File: src/rtl/core/movc_ram.sv
// Generic single-port synchronous RAM, one access per cycle.
// Registered read data; no dependencies.
`default_nettype none

module movc_ram #(
    parameter int WIDTH = 8,
    parameter int DEPTH = 16
) (
    input  wire logic                     clk,
    input  wire logic                     we,
    input  wire logic [$clog2(DEPTH)-1:0] addr,
    input  wire logic [WIDTH-1:0]         wdata,
    output logic      [WIDTH-1:0]         rdata
);

    logic [WIDTH-1:0] mem [DEPTH];
    logic [WIDTH-1:0] rdata_reg;

    always_ff @(posedge clk)
    begin
        if (we)
        begin
            mem[addr] <= wdata;
        end
        else
        begin
            rdata_reg <= mem[addr];
        end
    end

    assign rdata = rdata_reg;

endmodule

`default_nettype wire

File: config.mk
export PLATFORM = sky130hd
export DESIGN_NAME = movc_ram
export DESIGN_NICKNAME = d
export VERILOG_FILES = /design/src/rtl/core/movc_ram.sv
export SDC_FILE = /design/constraint.sdc
export NUM_CORES = 1
export LEC_CHECK = 0
export BUFFER_PORTS_ARGS = -buffer_cell sky130_fd_sc_hd__buf_2
export CAP_MARGIN = 20
export CORE_AREA = 2 2 140 74
export CTS_CLUSTER_DIAMETER = 30
export CTS_CLUSTER_SIZE = 10
export DETAILED_ROUTE_END_ITERATION = 6
export DIE_AREA = 0 0 142 76
export GPL_TIMING_DRIVEN = 0
export PLACE_DENSITY = 0.71
export SYNTH_ARGS = -nofsm -noshare
export SYNTH_HDL_FRONTEND = slang
export SYNTH_SLANG_ARGS = --single-unit
File: constraint.sdc
create_clock -name clk -period 5.9 [get_ports clk]
set_input_delay 1.18 -clock clk [delete_from_list [all_inputs] [get_ports clk]]
set_output_delay 1.18 -clock clk [all_outputs]
set_load 0.02 [all_outputs]
==> reports/qor.yml <==
synth_top_area_share_pct: 79.3
required_ps: 5930
max-vdd-ir-drop_mv: 0.225
antenna_found_initial: 0
dr.pass1.iters: 5
die_area_um2: 10800
drt-initial-drc-count: 292
areaGrowthSynthToFinish_pct: 17.0
netlist_area_um2: 5150
hold_class: "reg -> reg"
grt_pass1_wl_um: 15700
rsz0062_at_grt: "false"
port_buffers: 19
grt-ovfl-total: 0
async_flop_share_pct: 0
vias: 2498
synth_xor_area_share_pct: 0
postRouteAntennaNets: 0
cp_slowest_cell: "nor2_1"
initial_core_util_pct: 52.9
root_buffer: "clkbuf_16"
insertion_delay_ps: 410
setup_violations: 0
synth-seq-cells: 136
synth_most_common_cell: "edfxtp_1"
static-leakage-power_nw: 1.96
ys.flop_type: "edfxtp_1"
wirelength_um: 10400
antenna_cells: 0
fmax_mhz: 351
critical_path_class: "in -> reg"
yosysUniqueCellTypes: 18
cts_setup_buffers: 0
cp-end-kind: "flip-flop"
synth_cells: 231
viasPerCell: 6.06
cts_hold_buf: 0
muxShareOfSynthArea_pct: 14.0
ios: 22
critPathMaxStageDelay_ps: 760
rows: 26
maxSlewHeadroom_pct: 37.6
dpl.hpwl_um: 6630
synth_warnings: 0
crit_arrival_ps: 2880
synthAdderAreaFrac_pct: 0
wl_per_cell_um: 25.3
clk_pin_slew_ps: 60
final_nets: 287
synth_area_leaders: "edfxtp_1 (79%), mux4_2 (14%), a22oi_1 (2.3%), nor2_1 (0.95%), nand2_1 (0.66%)"
tns_ps: 0
path_buf_inv: 2
synth.avg_cell_area_um2: 22.3
largest_reg_flops: 128
cts_resized: 0
power.density_nw_per_um2: 377
drv_cap: 0
core_um2: 9730
numCtsBuffers: 17
min_period_over_period_pct: 48.2
die_height_um: 76
status: "finished clean"
grt_max_degree: 17
worstPathMaxFanout: 10
period_minus_slack_ps: 2850
synth_top_family_by_area: "multiplexers"
cts_tree: "yes"
synth_top_cell_by_area: "edfxtp_1"
skew_ps: 5.27
yosys-top-cells-count: "edfxtp_1 (136), mux4_2 (32), a22oi_1 (16)"
slew_violations: 0
tightest_slew_ps: 933
crit_path_cell_trace: "buf_2 > buf_1 > nand2_1 > nor2_1"
synth_simple_gate_area_share_pct: 3.11
clockBufferDepth: 2
die_w_um: 142
htreeDepth: 4
route.detailed.drc: 0
syn_nets: 245
cts_sinks: 136
ys_seq_area_share_pct: 79.3
synth_compound_area_share_pct: 2.33
synth_edf_count: 136
grt_pass1_vias: 2539
layout-drive-gt1-share_pct: 29.4
startpoint_type: "input pin"
final_core_util_pct: 61.9
gr-usage-all-layers_pct: 21.4
routabilityCongestion: 0.783
finalHoldViolCount: 0
path_delay_family: "simple AND/OR/NAND/NOR gates"
[cell usage in the layout, fill, tap and decap left out, types with 2 or more instances in the layout]
master,instances
buf_6,2
clkbuf_16,17
buf_4,3
nand2b_1,2
nor2b_1,2
clkbuf_1,5
bufinv_16,4
clkinv_1,5
mux4_2,32
nand2_1,9
nand3b_1,2
edfxtp_1,136
a22oi_1,16
buf_2,22
clkinv_2,2
nor3_1,4
nor2_1,13
buf_1,4
[area by class of cell]
type	instances	area (um^2)
multi-input combinational	83	1000
tap	126	158
buffer	11	60.1
sequential	136	4080
fill	666	3700
inverter	1	3.75
timing repair buffer	23	123
clock inverter	12	156
clock buffer	20	437
[power breakdown]
part / leakage (nW) / switching (W) / internal [W]
sequential: 1.24 / 0.00000532 / 0.00109
clock: 0.285 / 0.000369 / 0.000697
combinational: 0.442 / 0.0000686 / 0.0000402
total: 1.96 / 0.000443 / 0.00183
[per-layer routing]
metal	vias to the layer above	GRT usage, %	routed length, um
met5	-	0	0
met4	0	8.50	160
met3	17	7.98	1020
met2	109	27.6	4520
met1	1314	33.2	4710
li1	1058	-	-
[worst reg2reg max path, cell delays in order, from the launching register on]
cell	delay [ps]
edfxtp_1	380
mux4_2	480
a22oi_1	240
nand2_1	120
[stage by stage]
stage	cells	area, um^2	power [W]	setup WS [ps]	hold slack [ps]
2_1_floorplan	231	5150	0.00118	3230	710
3_3_place_gp	376	5400	0.00122	2550	758
3_5_place_dp	380	5430	0.00122	2720	779
4_1_cts	412	6020	0.00228	3120	790
5_1_grt	412	6020	0.00233	2900	810
6_report	412	6020	0.00227	3050	784
[cell families (layout without fill, tap and decap cells)]
kind of cell,Yosys count,after routing
compound gates,16,16
buf+inv,12,67
flops,136,136
mux,32,32
simple gates,35,35
[worst paths after layout]
| path | end | slack [ps] | startpoint | cells after the start |
|---|---|---|---|---|
| hold reg to reg | rdata[1] | 780 | mem[13][1] | 3 |
| setup / recovery | mem[11][4] | 3050 | addr[1] | 4 |
| hold / removal | rdata[1] | 780 | mem[13][1] | 3 |
| setup reg to reg | rdata[5] | 4420 | mem[10][5] | 3 |
Power figures use the tool's default switching activity.
